--- config.mk ---
export PLATFORM = sky130hd
export DESIGN_NAME = bilinear_weight_generator
export DESIGN_NICKNAME = d
export VERILOG_FILES = /design/src/rtl/bwg_pkg.sv /design/src/rtl/bilinear_weight_generator.sv /design/src/rtl/bwg_front.sv /design/src/rtl/bwg_div.sv /design/src/rtl/bwg_back.sv
export SDC_FILE = /design/constraint.sdc
export NUM_CORES = 2
export LEC_CHECK = 0
export BUFFER_PORTS_ARGS = -buffer_cell sky130_fd_sc_hd__buf_4
export CAP_MARGIN = 30
export CORE_ASPECT_RATIO = 1.75
export CORE_MARGIN = 10
export CORE_UTILIZATION = 40
export CTS_BUF_LIST = sky130_fd_sc_hd__clkbuf_16
export CTS_CLUSTER_DIAMETER = 120
export CTS_CLUSTER_SIZE = 30
export DETAILED_ROUTE_END_ITERATION = 10
export SYNTH_ARGS = -nofsm -noshare
export SYNTH_HDL_FRONTEND = slang
export SYNTH_SLANG_ARGS = --single-unit
--- constraint.sdc ---
create_clock -name clk_i -period 15.1 [get_ports clk_i]
set_input_delay 1.51 -clock clk_i [delete_from_list [all_inputs] [get_ports clk_i]]
set_output_delay 1.51 -clock clk_i [all_outputs]
set_load 0.02 [all_outputs]
--- src/rtl/bwg_pkg.sv ---
// Package of the bilinear weight generator: widths, configuration layout,
// queue entry types and the state encoding of the arithmetic back end.
// No dependencies; every other file of the block refers to it by scoped names.
package bwg_pkg;

  localparam int COORD_W          = 32;
  localparam int OFS_W            = COORD_W + 1;
  localparam int STEP_W           = 31;
  localparam int CNT_W            = 13;
  localparam int TOL_W            = 16;
  localparam int MAX_COLUMNS      = 4096;
  localparam int MAX_ROWS         = 4096;
  localparam int IDX_W            = $clog2(MAX_COLUMNS);
  localparam int SPAN_W           = IDX_W + STEP_W;
  localparam int COORD_FRAC_BITS  = 16;
  localparam int WEIGHT_FRAC_BITS = 16;
  localparam int WGT_W            = WEIGHT_FRAC_BITS + 1;
  localparam int GIDX_W           = 24;
  localparam int NARROW_Q         = IDX_W;
  localparam int WIDE_Q           = WGT_W;
  localparam int DIVD_W           = WIDE_Q + STEP_W;
  localparam int CFG_IDX_W        = 3;
  localparam int CFG_DATA_W       = 32;

  localparam logic [WGT_W-1:0] WEIGHT_ONE = WGT_W'(1) << WEIGHT_FRAC_BITS;

  typedef enum logic [CFG_IDX_W-1:0] {
    REG_ORIGIN_X   = 3'd0,
    REG_ORIGIN_Y   = 3'd1,
    REG_STEP_X     = 3'd2,
    REG_STEP_Y     = 3'd3,
    REG_COLUMNS    = 3'd4,
    REG_ROWS       = 3'd5,
    REG_ROWS_DESC  = 3'd6,
    REG_TOLERANCE  = 3'd7
  } cfg_reg_e;

  typedef struct packed {
    logic signed [COORD_W-1:0] origin_x;
    logic signed [COORD_W-1:0] origin_y;
    logic [STEP_W-1:0]         step_x;
    logic [STEP_W-1:0]         step_y;
    logic [CNT_W-1:0]          columns;
    logic [CNT_W-1:0]          rows;
    logic                      rows_descending;
    logic [TOL_W-1:0]          tolerance;
  } cfg_t;

  // Offsets of one point from line 0 of each axis, in the direction of
  // increasing line index.
  typedef struct packed {
    logic signed [OFS_W-1:0] ox;
    logic signed [OFS_W-1:0] oy;
  } item_t;

  typedef struct packed {
    logic [GIDX_W-1:0] grid_index;
    logic [WGT_W-1:0]  weight;
    logic              outside_domain;
    logic              last;
  } res_t;

  typedef enum logic [3:0] {
    ST_IDLE,
    ST_LINE,
    ST_LINE_DIV,
    ST_CELL,
    ST_CELL_DIV,
    ST_ALPHA,
    ST_INDEX,
    ST_EMIT
  } back_state_e;

endpackage

--- src/rtl/bilinear_weight_generator.sv ---
// Top level of the bilinear weight generator: configuration registers,
// front end, arithmetic back end and port-level checks.
// Depends on bwg_pkg, bwg_front and bwg_back.
//
//   Channel   Direction  Handshake            Payload
//   ------    ---------  -------------------  ----------------------------------
//   point     in         push_i / full_o      point_x_i, point_y_i, halo_point_i
//   node      out        pop_i / empty_o      grid_index_o, weight_o,
//                                             outside_domain_o, last_o
//   config    in         cfg_valid_i/ready_o  cfg_index_i, cfg_data_i
//
// The time a point spends in the back end is set by the shared divider,
// which produces one quotient bit per cycle and then hands over its result.
// Per axis the back end runs the line test, the cell search and, for a
// spanning axis, the weight; it then forms the base index and emits the
// nodes, holding while the result queue is full. Halo points are dropped in
// the front end at one per cycle. Reset clears all control state and loads
// the configuration reset values. The two-entry point queue lets new points
// arrive while the back end works, and the two-entry result queue lets the
// back end keep going while the consumer stalls.
module bilinear_weight_generator (
  input  logic                                clk_i,
  input  logic                                rst_ni,
  input  logic                                push_i,
  output logic                                full_o,
  input  logic signed [bwg_pkg::COORD_W-1:0]  point_x_i,
  input  logic signed [bwg_pkg::COORD_W-1:0]  point_y_i,
  input  logic                                halo_point_i,
  output logic                                empty_o,
  input  logic                                pop_i,
  output logic [bwg_pkg::GIDX_W-1:0]          grid_index_o,
  output logic [bwg_pkg::WGT_W-1:0]           weight_o,
  output logic                                outside_domain_o,
  output logic                                last_o,
  input  logic                                cfg_valid_i,
  output logic                                cfg_ready_o,
  input  logic [bwg_pkg::CFG_IDX_W-1:0]       cfg_index_i,
  input  logic [bwg_pkg::CFG_DATA_W-1:0]      cfg_data_i
);

  bwg_pkg::cfg_t  cfg_q;
  bwg_pkg::item_t item;
  bwg_pkg::res_t  res;
  logic           item_valid, item_pop;

  // Registers are always writable; the user only writes while idle.
  assign cfg_ready_o = 1'b1;

  always_ff @(posedge clk_i or negedge rst_ni) begin
    if (!rst_ni) begin
      cfg_q.origin_x        <= '0;
      cfg_q.origin_y        <= '0;
      cfg_q.step_x          <= bwg_pkg::STEP_W'(1) << bwg_pkg::COORD_FRAC_BITS;
      cfg_q.step_y          <= bwg_pkg::STEP_W'(1) << bwg_pkg::COORD_FRAC_BITS;
      cfg_q.columns         <= bwg_pkg::CNT_W'(bwg_pkg::MAX_COLUMNS);
      cfg_q.rows            <= bwg_pkg::CNT_W'(bwg_pkg::MAX_ROWS);
      cfg_q.rows_descending <= 1'b0;
      cfg_q.tolerance       <= bwg_pkg::TOL_W'(1);
    end else if (cfg_valid_i && cfg_ready_o) begin
      case (bwg_pkg::cfg_reg_e'(cfg_index_i))
        bwg_pkg::REG_ORIGIN_X:  cfg_q.origin_x <= $signed(cfg_data_i);
        bwg_pkg::REG_ORIGIN_Y:  cfg_q.origin_y <= $signed(cfg_data_i);
        bwg_pkg::REG_STEP_X:    cfg_q.step_x <= cfg_data_i[bwg_pkg::STEP_W-1:0];
        bwg_pkg::REG_STEP_Y:    cfg_q.step_y <= cfg_data_i[bwg_pkg::STEP_W-1:0];
        bwg_pkg::REG_COLUMNS:   cfg_q.columns <= cfg_data_i[bwg_pkg::CNT_W-1:0];
        bwg_pkg::REG_ROWS:      cfg_q.rows <= cfg_data_i[bwg_pkg::CNT_W-1:0];
        bwg_pkg::REG_ROWS_DESC: cfg_q.rows_descending <= cfg_data_i[0];
        bwg_pkg::REG_TOLERANCE: cfg_q.tolerance <= cfg_data_i[bwg_pkg::TOL_W-1:0];
        default: ;
      endcase
    end
  end

  // The front end turns each point into axis offsets and queues it.
  bwg_front u_front (
    .clk_i        (clk_i),
    .rst_ni       (rst_ni),
    .cfg_i        (cfg_q),
    .push_i       (push_i),
    .point_x_i    (point_x_i),
    .point_y_i    (point_y_i),
    .halo_point_i (halo_point_i),
    .full_o       (full_o),
    .item_valid_o (item_valid),
    .item_o       (item),
    .item_pop_i   (item_pop)
  );

  // The back end places the point and emits its weighted nodes.
  bwg_back u_back (
    .clk_i        (clk_i),
    .rst_ni       (rst_ni),
    .cfg_i        (cfg_q),
    .item_valid_i (item_valid),
    .item_i       (item),
    .item_pop_o   (item_pop),
    .pop_i        (pop_i),
    .empty_o      (empty_o),
    .res_o        (res)
  );

  assign grid_index_o     = res.grid_index;
  assign weight_o         = res.weight;
  assign outside_domain_o = res.outside_domain;
  assign last_o           = res.last;

  // The back end only takes a point that the front end holds.
  a_pop_from_filled: assert property (@(posedge clk_i) disable iff (!rst_ni)
    item_pop |-> item_valid)
    else $error("back end took a point from an empty queue");

  // A nearest-node fallback is always a single node of full weight.
  a_outside_single: assert property (@(posedge clk_i) disable iff (!rst_ni)
    (!empty_o && outside_domain_o) |-> (last_o && weight_o == bwg_pkg::WEIGHT_ONE))
    else $error("outside-domain node is not a single full-weight node");

  // No weight exceeds one.
  a_weight_range: assert property (@(posedge clk_i) disable iff (!rst_ni)
    !empty_o |-> (weight_o <= bwg_pkg::WEIGHT_ONE))
    else $error("weight above one");

endmodule

--- src/rtl/bwg_front.sv ---
// Front end of the bilinear weight generator: takes points, drops halo
// points and queues the axis offsets of the others in a two-entry queue.
// Depends on bwg_pkg.
module bwg_front (
  input  logic                               clk_i,
  input  logic                               rst_ni,
  input  bwg_pkg::cfg_t                      cfg_i,
  input  logic                               push_i,
  input  logic signed [bwg_pkg::COORD_W-1:0] point_x_i,
  input  logic signed [bwg_pkg::COORD_W-1:0] point_y_i,
  input  logic                               halo_point_i,
  output logic                               full_o,
  output logic                               item_valid_o,
  output bwg_pkg::item_t                     item_o,
  input  logic                               item_pop_i
);

  bwg_pkg::item_t entry_q [2];
  bwg_pkg::item_t new_item;
  logic           wr_ptr_q, rd_ptr_q;
  logic [1:0]     cnt_q;
  logic           wr_en;

  always_comb begin
    new_item.ox = bwg_pkg::OFS_W'(point_x_i) - bwg_pkg::OFS_W'(cfg_i.origin_x);
    if (cfg_i.rows_descending) begin
      new_item.oy = bwg_pkg::OFS_W'(cfg_i.origin_y) - bwg_pkg::OFS_W'(point_y_i);
    end else begin
      new_item.oy = bwg_pkg::OFS_W'(point_y_i) - bwg_pkg::OFS_W'(cfg_i.origin_y);
    end
  end

  assign full_o       = (cnt_q == 2'd2);
  assign item_valid_o = (cnt_q != 2'd0);
  assign item_o       = entry_q[rd_ptr_q];
  // A halo point is taken but never queued.
  assign wr_en        = push_i && !full_o && !halo_point_i;

  always_ff @(posedge clk_i or negedge rst_ni) begin
    if (!rst_ni) begin
      wr_ptr_q <= 1'b0;
      rd_ptr_q <= 1'b0;
      cnt_q    <= 2'd0;
    end else begin
      if (wr_en) begin
        wr_ptr_q <= !wr_ptr_q;
      end
      if (item_pop_i) begin
        rd_ptr_q <= !rd_ptr_q;
      end
      cnt_q <= cnt_q + {1'b0, wr_en} - {1'b0, item_pop_i};
    end
  end

  always_ff @(posedge clk_i) begin
    if (wr_en) begin
      entry_q[wr_ptr_q] <= new_item;
    end
  end

endmodule

--- src/rtl/bwg_div.sv ---
// Restoring divider of the bilinear weight generator, one quotient bit per
// cycle, 12 quotient bits in narrow mode and 17 in wide mode.
// Depends on bwg_pkg.
module bwg_div (
  input  logic                          clk_i,
  input  logic                          rst_ni,
  input  logic                          start_i,
  input  logic                          wide_i,
  input  logic [bwg_pkg::DIVD_W-1:0]    dividend_i,
  input  logic [bwg_pkg::STEP_W-1:0]    divisor_i,
  output logic                          done_o,
  output logic [bwg_pkg::WIDE_Q-1:0]    quotient_o,
  output logic [bwg_pkg::STEP_W-1:0]    remainder_o
);

  logic                         busy_q, done_q;
  logic [4:0]                   cnt_q;
  logic [bwg_pkg::STEP_W-1:0]   rem_q;
  logic [bwg_pkg::WIDE_Q-1:0]   sh_q, quo_q;
  logic [bwg_pkg::STEP_W:0]     trial, diff;
  logic                         ge;

  // The caller guarantees dividend < divisor * 2^quotient_bits, so the
  // upper part loaded into the remainder is already below the divisor.
  assign trial = {rem_q, sh_q[bwg_pkg::WIDE_Q-1]};
  assign ge    = trial >= {1'b0, divisor_i};
  assign diff  = trial - {1'b0, divisor_i};

  assign done_o      = done_q;
  assign quotient_o  = quo_q;
  assign remainder_o = rem_q;

  always_ff @(posedge clk_i or negedge rst_ni) begin
    if (!rst_ni) begin
      busy_q <= 1'b0;
      done_q <= 1'b0;
      cnt_q  <= 5'd0;
    end else begin
      done_q <= 1'b0;
      if (start_i) begin
        busy_q <= 1'b1;
        cnt_q  <= wide_i ? 5'(bwg_pkg::WIDE_Q) : 5'(bwg_pkg::NARROW_Q);
      end else if (busy_q) begin
        cnt_q <= cnt_q - 5'd1;
        if (cnt_q == 5'd1) begin
          busy_q <= 1'b0;
          done_q <= 1'b1;
        end
      end
    end
  end

  always_ff @(posedge clk_i) begin
    if (start_i) begin
      quo_q <= '0;
      if (wide_i) begin
        rem_q <= dividend_i[bwg_pkg::WIDE_Q+bwg_pkg::STEP_W-1:bwg_pkg::WIDE_Q];
        sh_q  <= dividend_i[bwg_pkg::WIDE_Q-1:0];
      end else begin
        rem_q <= dividend_i[bwg_pkg::NARROW_Q+bwg_pkg::STEP_W-1:bwg_pkg::NARROW_Q];
        sh_q  <= {dividend_i[bwg_pkg::NARROW_Q-1:0],
                  {(bwg_pkg::WIDE_Q-bwg_pkg::NARROW_Q){1'b0}}};
      end
    end else if (busy_q) begin
      rem_q <= ge ? diff[bwg_pkg::STEP_W-1:0] : trial[bwg_pkg::STEP_W-1:0];
      sh_q  <= sh_q << 1;
      quo_q <= {quo_q[bwg_pkg::WIDE_Q-2:0], ge};
    end
  end

endmodule

--- src/rtl/bwg_back.sv ---
// Back end of the bilinear weight generator: places each queued point on
// both axes with the shared divider, then writes its weighted nodes into a
// two-entry result queue. Depends on bwg_pkg and bwg_div.
module bwg_back (
  input  logic           clk_i,
  input  logic           rst_ni,
  input  bwg_pkg::cfg_t  cfg_i,
  input  logic           item_valid_i,
  input  bwg_pkg::item_t item_i,
  output logic           item_pop_o,
  input  logic           pop_i,
  output logic           empty_o,
  output bwg_pkg::res_t  res_o
);

  localparam int IW = bwg_pkg::IDX_W;
  localparam int SW = bwg_pkg::STEP_W;
  localparam int LW = bwg_pkg::SPAN_W;
  localparam int WW = bwg_pkg::WGT_W;
  localparam int CW = bwg_pkg::CNT_W;
  localparam int XW = LW + 2;

  function automatic logic [CW-1:0] clamp_count(input logic [CW-1:0] v,
                                                input logic [CW-1:0] hi);
    logic [CW-1:0] r;
    if (v < CW'(2)) begin
      r = CW'(2);
    end else if (v > hi) begin
      r = hi;
    end else begin
      r = v;
    end
    return r;
  endfunction

  // Derived grid geometry, refreshed every cycle from the registers.
  logic [SW-1:0] sx_q, sy_q, sx_c, sy_c;
  logic [IW-1:0] nm1x_q, nm1y_q, nm1x_c, nm1y_c;
  logic [CW-1:0] nrow_q, ncol_c, nrow_c;
  logic [LW-1:0] lx_q, ly_q;

  always_comb begin
    sx_c   = (cfg_i.step_x == '0) ? SW'(1) : cfg_i.step_x;
    sy_c   = (cfg_i.step_y == '0) ? SW'(1) : cfg_i.step_y;
    ncol_c = clamp_count(cfg_i.columns, CW'(bwg_pkg::MAX_COLUMNS));
    nrow_c = clamp_count(cfg_i.rows, CW'(bwg_pkg::MAX_ROWS));
    nm1x_c = IW'(ncol_c - CW'(1));
    nm1y_c = IW'(nrow_c - CW'(1));
  end

  always_ff @(posedge clk_i) begin
    sx_q   <= sx_c;
    sy_q   <= sy_c;
    nm1x_q <= nm1x_c;
    nm1y_q <= nm1y_c;
    nrow_q <= nrow_c;
    lx_q   <= LW'(nm1x_c) * LW'(sx_c);
    ly_q   <= LW'(nm1y_c) * LW'(sy_c);
  end

  // Sequencer state.
  bwg_pkg::back_state_e state_q, state_d;
  logic                 axis_q;
  logic [1:0]           k_q;
  bwg_pkg::item_t       pt_q;

  // Per-axis placement results.
  logic          placed_q [2];
  logic          span_q   [2];
  logic [IW-1:0] idx_q    [2];
  logic [IW-1:0] near_q   [2];
  logic [WW-1:0] alpha_q  [2];

  // Node emission state.
  logic [bwg_pkg::GIDX_W-1:0] base_q;
  logic                       xspan_q, yspan_q, outside_q;
  logic [WW-1:0]              ax_q, ay_q;

  // Divider.
  logic                        div_start, div_wide, div_done;
  logic [bwg_pkg::DIVD_W-1:0]  div_dvd;
  logic [bwg_pkg::WIDE_Q-1:0]  div_quo;
  logic [SW-1:0]               div_rem;

  // Operands of the current axis.
  logic signed [bwg_pkg::OFS_W-1:0] o_c;
  logic [SW-1:0]                    s_c;
  logic [LW-1:0]                    l_c;
  logic [IW-1:0]                    nm1_c;
  logic signed [bwg_pkg::OFS_W+1:0] num_c;
  logic signed [XW-1:0]             num_w, l_w, o_w, omt_w, dl_w, abs_o, abs_dl;
  logic                             num_ge_l, last_hit, in_cell, near_lo;
  logic                             line_hit, cell_next;

  always_comb begin
    o_c    = axis_q ? pt_q.oy : pt_q.ox;
    s_c    = axis_q ? sy_q : sx_q;
    l_c    = axis_q ? ly_q : lx_q;
    nm1_c  = axis_q ? nm1y_q : nm1x_q;
    num_c  = (bwg_pkg::OFS_W+2)'(o_c)
           + $signed({2'b00, {(bwg_pkg::OFS_W-bwg_pkg::TOL_W){1'b0}}, cfg_i.tolerance})
           - (bwg_pkg::OFS_W+2)'(1);
    num_w  = XW'(num_c);
    l_w    = $signed({2'b00, l_c});
    o_w    = XW'(o_c);
    omt_w  = o_w - $signed({{(XW-bwg_pkg::TOL_W){1'b0}}, cfg_i.tolerance});
    dl_w   = o_w - l_w;
    abs_o  = o_w[XW-1] ? -o_w : o_w;
    abs_dl = dl_w[XW-1] ? -dl_w : dl_w;
    num_ge_l = num_w >= l_w;
    // Highest line clamped to the last one: it qualifies when it lies
    // above the lower edge of the tolerance band.
    last_hit = l_w > omt_w;
    in_cell  = !o_c[bwg_pkg::OFS_W-1] && (o_w < l_w);
    near_lo  = abs_o < abs_dl;
    // num = k*s + rem, so k*s > o - t reduces to rem < 2t - 1.
    line_hit  = ({1'b0, div_rem} + (SW+1)'(1))
              < {{(SW-bwg_pkg::TOL_W){1'b0}}, cfg_i.tolerance, 1'b0};
    cell_next = ({1'b0, s_c} - {1'b0, div_rem}) < {1'b0, div_rem};
  end

  // Result queue.
  bwg_pkg::res_t fifo_q [2];
  logic          fwr_q, frd_q;
  logic [1:0]    fcnt_q;
  logic          res_full, emit_we;
  bwg_pkg::res_t emit_res;

  assign res_full = (fcnt_q == 2'd2);
  assign empty_o  = (fcnt_q == 2'd0);
  assign res_o    = fifo_q[frd_q];

  // Node generation: node code c has bit 0 for column i+1 and bit 1 for
  // row j+1; a non-spanning axis is skipped in the sequence.
  logic [1:0]            c_c, klast_c;
  logic [WW-1:0]         fx_c, fy_c;
  logic [2*WW-1:0]       prod_c;
  logic                  last_c;

  always_comb begin
    c_c     = (yspan_q && !xspan_q) ? {k_q[0], 1'b0} : k_q;
    klast_c = {xspan_q && yspan_q, xspan_q || yspan_q};
    last_c  = (k_q == klast_c);
    fx_c    = c_c[0] ? ax_q : bwg_pkg::WEIGHT_ONE - ax_q;
    fy_c    = c_c[1] ? ay_q : bwg_pkg::WEIGHT_ONE - ay_q;
    prod_c  = (2*WW)'(fx_c) * (2*WW)'(fy_c)
            + (2*WW)'(bwg_pkg::WEIGHT_ONE >> 1);
    emit_res.weight         = prod_c[bwg_pkg::WEIGHT_FRAC_BITS+WW-1:bwg_pkg::WEIGHT_FRAC_BITS];
    emit_res.grid_index     = base_q
                            + (c_c[0] ? bwg_pkg::GIDX_W'(nrow_q) : '0)
                            + (c_c[1] ? bwg_pkg::GIDX_W'(1) : '0);
    emit_res.outside_domain = outside_q;
    emit_res.last           = last_c;
  end

  // Controls from the sequencer.
  logic          load, ax_we, ax_placed, ax_span, alpha_we, axis_done, idx_we;
  logic [IW-1:0] ax_idx, ax_near;

  always_comb begin
    state_d    = state_q;
    item_pop_o = 1'b0;
    load       = 1'b0;
    div_start  = 1'b0;
    div_wide   = 1'b0;
    div_dvd    = '0;
    ax_we      = 1'b0;
    ax_placed  = 1'b0;
    ax_span    = 1'b0;
    ax_idx     = '0;
    ax_near    = '0;
    alpha_we   = 1'b0;
    axis_done  = 1'b0;
    idx_we     = 1'b0;
    emit_we    = 1'b0;
    case (state_q)
      bwg_pkg::ST_IDLE: begin
        if (item_valid_i) begin
          item_pop_o = 1'b1;
          load       = 1'b1;
          state_d    = bwg_pkg::ST_LINE;
        end
      end
      bwg_pkg::ST_LINE: begin
        if (num_c[bwg_pkg::OFS_W+1]) begin
          state_d = bwg_pkg::ST_CELL;
        end else if (num_ge_l) begin
          if (last_hit) begin
            ax_we     = 1'b1;
            ax_placed = 1'b1;
            ax_idx    = nm1_c;
            ax_near   = nm1_c;
            axis_done = 1'b1;
          end else begin
            state_d = bwg_pkg::ST_CELL;
          end
        end else begin
          div_start = 1'b1;
          div_dvd   = bwg_pkg::DIVD_W'(num_c[bwg_pkg::OFS_W:0]);
          state_d   = bwg_pkg::ST_LINE_DIV;
        end
      end
      bwg_pkg::ST_LINE_DIV: begin
        if (div_done) begin
          if (line_hit) begin
            ax_we     = 1'b1;
            ax_placed = 1'b1;
            ax_idx    = div_quo[IW-1:0];
            ax_near   = div_quo[IW-1:0];
            axis_done = 1'b1;
          end else begin
            state_d = bwg_pkg::ST_CELL;
          end
        end
      end
      bwg_pkg::ST_CELL: begin
        if (in_cell) begin
          div_start = 1'b1;
          div_dvd   = bwg_pkg::DIVD_W'(o_c[bwg_pkg::OFS_W-2:0]);
          state_d   = bwg_pkg::ST_CELL_DIV;
        end else begin
          ax_we     = 1'b1;
          ax_near   = near_lo ? '0 : nm1_c;
          axis_done = 1'b1;
        end
      end
      bwg_pkg::ST_CELL_DIV: begin
        if (div_done) begin
          ax_we     = 1'b1;
          ax_placed = 1'b1;
          ax_span   = 1'b1;
          ax_idx    = div_quo[IW-1:0];
          ax_near   = cell_next ? div_quo[IW-1:0] + IW'(1) : div_quo[IW-1:0];
          div_start = 1'b1;
          div_wide  = 1'b1;
          div_dvd   = {1'b0, div_rem, {bwg_pkg::WEIGHT_FRAC_BITS{1'b0}}}
                    + bwg_pkg::DIVD_W'(s_c[SW-1:1]);
          state_d   = bwg_pkg::ST_ALPHA;
        end
      end
      bwg_pkg::ST_ALPHA: begin
        if (div_done) begin
          alpha_we  = 1'b1;
          axis_done = 1'b1;
        end
      end
      bwg_pkg::ST_INDEX: begin
        idx_we  = 1'b1;
        state_d = bwg_pkg::ST_EMIT;
      end
      bwg_pkg::ST_EMIT: begin
        if (!res_full) begin
          emit_we = 1'b1;
          if (last_c) begin
            state_d = bwg_pkg::ST_IDLE;
          end
        end
      end
      default: state_d = bwg_pkg::ST_IDLE;
    endcase
    if (axis_done) begin
      state_d = axis_q ? bwg_pkg::ST_INDEX : bwg_pkg::ST_LINE;
    end
  end

  always_ff @(posedge clk_i or negedge rst_ni) begin
    if (!rst_ni) begin
      state_q <= bwg_pkg::ST_IDLE;
      axis_q  <= 1'b0;
      k_q     <= 2'd0;
      fwr_q   <= 1'b0;
      frd_q   <= 1'b0;
      fcnt_q  <= 2'd0;
    end else begin
      state_q <= state_d;
      if (load) begin
        axis_q <= 1'b0;
      end else if (axis_done) begin
        axis_q <= !axis_q;
      end
      if (idx_we) begin
        k_q <= 2'd0;
      end else if (emit_we) begin
        k_q <= k_q + 2'd1;
      end
      if (emit_we) begin
        fwr_q <= !fwr_q;
      end
      if (pop_i && !empty_o) begin
        frd_q <= !frd_q;
      end
      fcnt_q <= fcnt_q + {1'b0, emit_we} - {1'b0, pop_i && !empty_o};
    end
  end

  logic          outside_c;
  logic [IW-1:0] i_c, j_c;

  always_comb begin
    outside_c = !(placed_q[0] && placed_q[1]);
    i_c       = outside_c ? near_q[0] : idx_q[0];
    j_c       = outside_c ? near_q[1] : idx_q[1];
  end

  always_ff @(posedge clk_i) begin
    if (load) begin
      pt_q <= item_i;
    end
    if (ax_we) begin
      placed_q[axis_q] <= ax_placed;
      span_q[axis_q]   <= ax_span;
      idx_q[axis_q]    <= ax_idx;
      near_q[axis_q]   <= ax_near;
    end
    if (alpha_we) begin
      alpha_q[axis_q] <= div_quo;
    end
    if (idx_we) begin
      base_q    <= bwg_pkg::GIDX_W'((IW+CW)'(i_c) * (IW+CW)'(nrow_q) + (IW+CW)'(j_c));
      outside_q <= outside_c;
      xspan_q   <= !outside_c && span_q[0];
      yspan_q   <= !outside_c && span_q[1];
      ax_q      <= (!outside_c && span_q[0]) ? alpha_q[0] : '0;
      ay_q      <= (!outside_c && span_q[1]) ? alpha_q[1] : '0;
    end
    if (emit_we) begin
      fifo_q[fwr_q] <= emit_res;
    end
  end

  bwg_div u_div (
    .clk_i       (clk_i),
    .rst_ni      (rst_ni),
    .start_i     (div_start),
    .wide_i      (div_wide),
    .dividend_i  (div_dvd),
    .divisor_i   (s_c),
    .done_o      (div_done),
    .quotient_o  (div_quo),
    .remainder_o (div_rem)
  );

endmodule
Yosys cells after proc, flatten, opt, wreduce, memory -nomap -nowiden --
Memory sizes are Yosys's and may differ from the RTL's. A register that Yosys moved wholly into a read port is not among the register bits. Index checks and enable logic that the tools add are counted.
Operators by class: equal/unequal tests 27, order comparisons 11, reduce and logical (&&, ||, !) cells 41, multiplexer cells 99, $add $sub $neg 28, multipliers 4
Operators with widths (number):
- 31-bit 2-to-1 mux | 7
- 12-bit 2-to-1 mux | 15
- 48-bit one-hot mux with 3 select lines | 1
- 32-bit by 32-bit subtractor with 33-bit output | 3
- 45-bit 2-to-1 mux | 2
- 12-bit by 31-bit multiplier with 43-bit output | 2
- 17-bit 2-to-1 mux | 5
- 34-bit 2-to-1 mux | 2
- 33-bit 2-to-1 mux | 2
- 31-bit zero test | 2
- 24-bit adder | 2
- 47-bit by 30-bit adder with 48-bit output | 1
- 48-bit 2-to-1 mux | 1
- 12-bit one-hot mux with 4 select lines | 1
- 44-bit by 45-bit greater-than comparator with 1-bit output | 1
- 45-bit < comparator | 1
- 33-bit negator with 45-bit output | 1
- 45-bit negator | 1
- 33-bit by 44-bit subtractor with 45-bit output | 1
- 35-bit by 44-bit >= comparator with 1-bit output | 1
- 33-bit by 44-bit < comparator with 1-bit output | 1
- 4-bit 2-to-1 mux | 11
- 43-bit 2-to-1 mux | 1
- 13-bit 2-to-1 mux | 3
- 54 further kinds | 142
Storage, ports and cells: memories kept 7, output and inout port bits 46, bits in writable memories 304, bits in registers 468, word-level logic and storage cells 251, input port bits 105
Memories:
- u_front.entry_q | depth 2, bits a word 66, rd ports 1, clocked after memory_dff 1, wr ports 1, line bwg_front.sv:18 | bwg_pkg::item_t entry_q [2];
- u_back.fifo_q | depth 2, bits a word 43, rd ports 1, clocked after memory_dff 0, wr ports 1, line bwg_back.sv:123 | bwg_pkg::res_t fifo_q [2];
- u_back.alpha_q | depth 2, bits a word 17, rd ports 2, clocked after memory_dff 2, wr ports 1, line bwg_back.sv:72 | logic [WW-1:0] alpha_q [2];
- u_back.idx_q | depth 2, bits a word 12, rd ports 2, clocked after memory_dff 0, wr ports 1, line bwg_back.sv:70 | logic [IW-1:0] idx_q [2];
- u_back.near_q | depth 2, bits a word 12, rd ports 2, clocked after memory_dff 0, wr ports 1, line bwg_back.sv:71 | logic [IW-1:0] near_q [2];
- u_back.placed_q | depth 2, bits a word 1, rd ports 2, clocked after memory_dff 0, wr ports 1, line bwg_back.sv:68 | logic placed_q [2];
- 1 more memories

Depth between registers and ports, before layout --
depth after elaboration 9, gate-level depth with buffers 37, depth with buffers taken out 33

Hierarchy --
A second synthesis with hierarchy kept.
Second synthesis, totals: cell total of the unflattened synthesis 9686, area total of the unflattened synthesis 92030.8 um2
By module, submodules not included:
- bwg_back | cells an instance 7667, seq. area each 12932.4 um2, instances 1, area each 69651.8 um2
- bwg_front | cells an instance 1039, seq. area each 4063.9 um2, instances 1, area each 10443.8 um2
- bilinear_weight_generator | cells an instance 367, seq. area each 4235.3 um2, instances 1, area each 6403.6 um2
- bwg_div | cells an instance 613, seq. area each 1956.9 um2, instances 1, area each 5531.6 um2

Worst setup path before layout --
OpenSTA, ideal clock, no wires.
path kind register to register, start point register u_back.axis_q, end point memory u_back.idx_q[0][0] in the netlist's numbering, enable pin, data required time 14.675 ns, period minus slack after synthesis 8.703 ns, setup slack 6.397 ns, cell stages (with the launch flop) 24, arrival time 8.278 ns, setup time 0.425 ns, path buffers 5, cell sequence dfrtp_1 -> buf_2 -> buf_1 -> clkbuf_1 -> buf_1 -> mux2i_1 -> ha_1 -> or3_1 -> or2_2 -> o41ai_1 -> a31oi_1 -> a2111oi_2 -> nor2_1 -> ha_1 -> a21o_1 -> a21o_1 -> a21oi_1 -> a2111o_1 -> a2111oi_0 -> nor3_1 -> o21ba_2 -> nand2_1 -> clkbuf_1 -> a31oi_1
Between the ends: longest elaborated chain between the ends 9, elaborated cells between the ends (all ways) 17, classes of those cells add/sub (3); order compare (3); mux (9); reduce/logical (2)
RTL lines:
- start, declared | line bwg_back.sv:63 | logic axis_q;
- start signal, assigned | line bwg_back.sv:279 | axis_q <= !axis_q;
- 33-bit 2-to-1 mux | line bwg_back.sv:96 | o_c = axis_q ? pt_q.oy : pt_q.ox;
- 33-bit by 17-bit adder with 34-bit output / 33-bit by 17-bit subtractor with 34-bit output (equally long branches) | line bwg_back.sv:101, bwg_back.sv:106
- 34-bit by 2-bit subtractor with 35-bit output / 44-bit by 45-bit greater-than comparator with 1-bit output (equally long branches) | line bwg_back.sv:102, bwg_back.sv:113
- 35-bit by 44-bit >= comparator with 1-bit output / 1-bit 2-to-1 mux (equally long branches) | line bwg_back.sv:110, bwg_back.sv:188
- 1-bit 2-to-1 mux | line bwg_back.sv:187 | end else if (num_ge_l) begin
- 1-bit 2-to-1 mux | line bwg_back.sv:185 | if (num_c[bwg_pkg::OFS_W+1]) begin
- 1-bit one-hot mux with 4 select lines | line bwg_back.sv:176 | case (state_q)
- 1-bit 2-to-1 mux | line bwg_back.sv:309 | if (ax_we) begin
- 1-bit 2-to-1 mux (not written as such) | line bwg_back.sv:312 | idx_q[axis_q] <= ax_idx;
- end, declared | line bwg_back.sv:70
Several ways; a longest one is shown, not always the timed one.

Worst setup path after layout --
start point register cfg_q[36] in the netlist's numbering, end point register u_back.lx_q[42]
Between the ends: longest elaborated chain between the ends 5, elaborated cells between the ends (all ways) 6, classes of those cells add/sub (1); mul (1); order compare (2); mux (2)
RTL lines:
- start, declared | line bilinear_weight_generator.sv:41 | bwg_pkg::cfg_t cfg_q;
- 13-bit greater-than comparator | line bwg_back.sv:28 | end else if (v > hi) begin
- 12-bit 2-to-1 mux | line bwg_back.sv:28
- 12-bit 2-to-1 mux (*) | line bwg_back.sv:26 | if (v < CW'(2)) begin
- 12-bit by 1-bit subtractor with 12-bit output (*) | line bwg_back.sv:47 | nm1x_c = IW'(ncol_c - CW'(1));
- 12-bit by 31-bit multiplier with 43-bit output (*) | line bwg_back.sv:57 | lx_q <= LW'(nm1x_c) * LW'(sx_c);
- end signal, assigned | line bwg_back.sv:57
- end, declared | line bwg_back.sv:40 | logic [LW-1:0] lx_q, ly_q;
Every way passes the cells marked *; elsewhere a longest branch is shown, timed or not. A chain may end at the register's enable or synchronous reset.

==> flow_summary.ini <==
[clock_network]
clock-sinks = 871
ctsRootBufferMaster = clkbuf_16
cts_tree = done
cts_resized = 0
cts_hold_buf = 0
clk_latency_ns = 0.72
clk_pin_slew_ns = 0.13
clockBufferDepth = 3
cts_max_level = 2
cts_buffers = 38
cts_setup_buffers = 0

[logic_synthesis]
synth_edf_count = 479
synth_top_family_by_area = adder cells
synthCells = 9597
synth_compound_area_share_pct = 11.0
synthArstFlopShare_pct = 21.8
synth.area.mux_share_pct = 4.69
synth_adder_area_share_pct = 32.3
synth-simple-area-share_pct = 13.6
ys_types = 101
synth_xor_area_share_pct = 5.01
synth-seq-cells = 871
ys_seq_area_share_pct = 25.6
syn_area_um2 = 90500
syn_area_per_cell_um2 = 9.43
ys.flop_type = edfxtp_1
synth_warnings = 0

[final_layout]
drive_above_1_share_pct = 8.15
area_delta_synth_final_pct = 7.43
fin_cells = 12638
post-route-cell-area_um2 = 97200
nets = 11453

[critical_path]
startpoint = cfg_q[36]
worst_path_max_delay_cell = o21ai_0
critical_path.max_fanout = 32
worstSetupEndpointType = register
cp.required_ns = 15.71
startpoint_type = register
cp_common_cell = inv_1
crit_buf_inv = 8
arrival_ns = 10.38
cpLargestDelayFamily = adder cells
timing.rr.start = cfg_q[36]
max_stage_delay_ns = 0.64
path_class = register to register

[floorplanning]
fp-row-count = 230
initial_core_util_pct = 40.3
io_pins = 151
fp.coreArea_um2 = 225000
die-area_um2 = 246000
die_height_um = 649
die_w_um = 380

[placement]
hpwl_um = 252000
numPortBuffers = 149
placed_area_um2 = 95800
gp_congestion = 1.02
numPlacedInstances = 12545

[route]
dr.pass1.iters = 7
drcViolationCount = 0
dr_total_vias = 69261
viasPerCell = 5.48
wire_per_inst_um = 24.3
wirelength_um = 307000
first_iter_violations = 3986
ant_nets = 0

[global_route]
antenna_found_initial = 14
grt_max_degree = 92
grt_use_total_pct = 24.5
grt_overflow = 0
grt_pass1_wl_um = 460000
grt_pass1_vias = 74084

[sta]
period_share_pct = 64.7
setup_viol = 0
max_clock_freq_ghz = 0.102
rsz0062_at_grt = no
worstMarginPinSlew_ns = 1.08
slew_headroom_pct = 25.9
final_hold_viol_count = 0
setup_tns_ns = 0
skew_ns = 0.0462
fin_crit_ns = 9.77
slew_violations = 0

[hold_path]
min_from = cfg_q[29]
hp-class = register to register

[outcome]
status = finished clean

[flow_run]
timing.max_cap.violations = 0
-- logic make-up (layout without fill, tap and decap cells) --
family          count (synthesis)  after routing
other cells                     2             27
simple gates                 2644           2644
mux                           394            394
fa+ha+maj                    1772           1772
xor+xnor                      518            518
flops                         871            871
buf+inv                      1876           1876
compound gates               1520           1520
-- metrics by stage --
stage	hold slack [ns]	utilization, %	worst slack [ns]
floorplan	0.421	-	6.40
global placement	0.453	42.5	5.28
detailed placement	0.451	42.6	5.48
CTS	0.473	43.2	5.41
global route	0.493	43.2	4.74
finish	0.484	43.2	5.33
-- worst reg2reg max path: cells and delay by family (launching register included) --
family	cells	cell delay (ns)
adders and majority gates	7	3.13
and+or+nand+nor	10	1.83
AOI/OAI and AO/OA	11	3.02
buffers and inverters	8	1.27
DFF	1	0.44
-- Yosys cell counts, types with 103 or more instances --
cell type	number	area, um^2
inv_1	1446	5430
nand2_1	1166	4380
fa_1	934	18700
ha_1	838	10500
edfxtp_1	479	14400
nor2_1	445	1670
a21oi_1	417	2090
clkbuf_1	383	1440
xnor2_1	378	3310
o21ai_0	322	1610
and2_1	304	1900
mux2_2	241	2710
dfxtp_1	202	4040
dfrtp_1	185	4630
a21o_1	174	1310
mux2i_1	153	1530
nand3_1	140	701
xor2_1	140	1230
nor3_1	122	611
nor2b_1	103	644
-- state kept, by name, indices dropped and copies added (netlist names), 5 cells and up --
signal                    count
cfg_q                       169
u_front.entry_q             132
u_back.fifo_q                86
u_back.pt_q                  66
u_back.lx_q                  43
u_back.ly_q                  43
u_back.alpha_q               34
u_back.sx_q                  31
u_back.sy_q                  31
u_back.u_div.remainder_o     31
u_back.base_q                24
u_back.idx_q                 24
u_back.near_q                24
u_back.ax_q                  17
u_back.ay_q                  17
u_back.u_div.quotient_o      17
u_back.u_div.sh_q            17
u_back.nrow_q                13
u_back.nm1x_q                12
u_back.nm1y_q                12
u_back.u_div.cnt_q            5
-- path summary, 6_finish.rpt --
check	endpoint	slack (ns)	cells past startpoint
min in group asynchronous	cfg_q[61]	0.79	1
setup reg to reg	u_back.lx_q[42]	5.33	36
hold reg to reg	u_back.nrow_q[12]	0.48	0
max in group asynchronous	u_back.axis_q	12.77	2
setup / recovery	u_back.lx_q[42]	5.33	36
hold / removal	u_back.nrow_q[12]	0.48	0
-- cell usage in the layout (no fill, tap or decap), types with 21 or more instances in the layout --
cell type,instances
o41ai_1,21
buf_4,325
nand2b_1,55
edfxtp_1,479
dfrtp_1,182
and2_1,301
nor4_1,40
a21oi_1,417
mux2_2,241
a211oi_1,43
inv_1,1465
nor3_1,120
mux2i_2,29
a21o_1,174
nand2_1,1165
o21bai_1,71
o211ai_1,45
dfxtp_1,202
o22ai_1,48
nor2_1,442
o31ai_1,30
ha_1,838
a21boi_0,22
a31oi_1,40
nor2b_1,101
o21ai_0,322
clkbuf_16,38
xor2_1,138
fa_1,934
nand3_1,140
mux2i_1,123
a221o_1,29
or3_1,35
or2_2,23
nand4_1,76
xnor2_1,363
o21a_1,46
and3_1,69
-- final cells by class --
class,instances,area (um^2)
Fill cell,21867,128000
Tap cell,3016,3770
Clock inverter,31,248
Sequential cell,871,23200
Timing Repair Buffer,356,2930
Antenna cell,17,42.5
Multi-Input combinational cell,6858,60600
Inverter,1451,5450
Clock buffer,38,951
-- metal layers --
metal | up-vias | routed length, um | part of all wire [%] | global-route usage [%]
met5 | - | 13 | 0.0042 | 0
met3 | 832 | 12400 | 4.1 | 3.01
met1 | 34807 | 102000 | 33 | 23.7
met4 | 2 | 28800 | 9.4 | 19.0
met2 | 1998 | 164000 | 53 | 46.4
li1 | 31622 | - | - | -
Power is left out: the tool's default activity adds up to more than one toggle a clock period on the data nets, which glitch-free logic cannot reach.
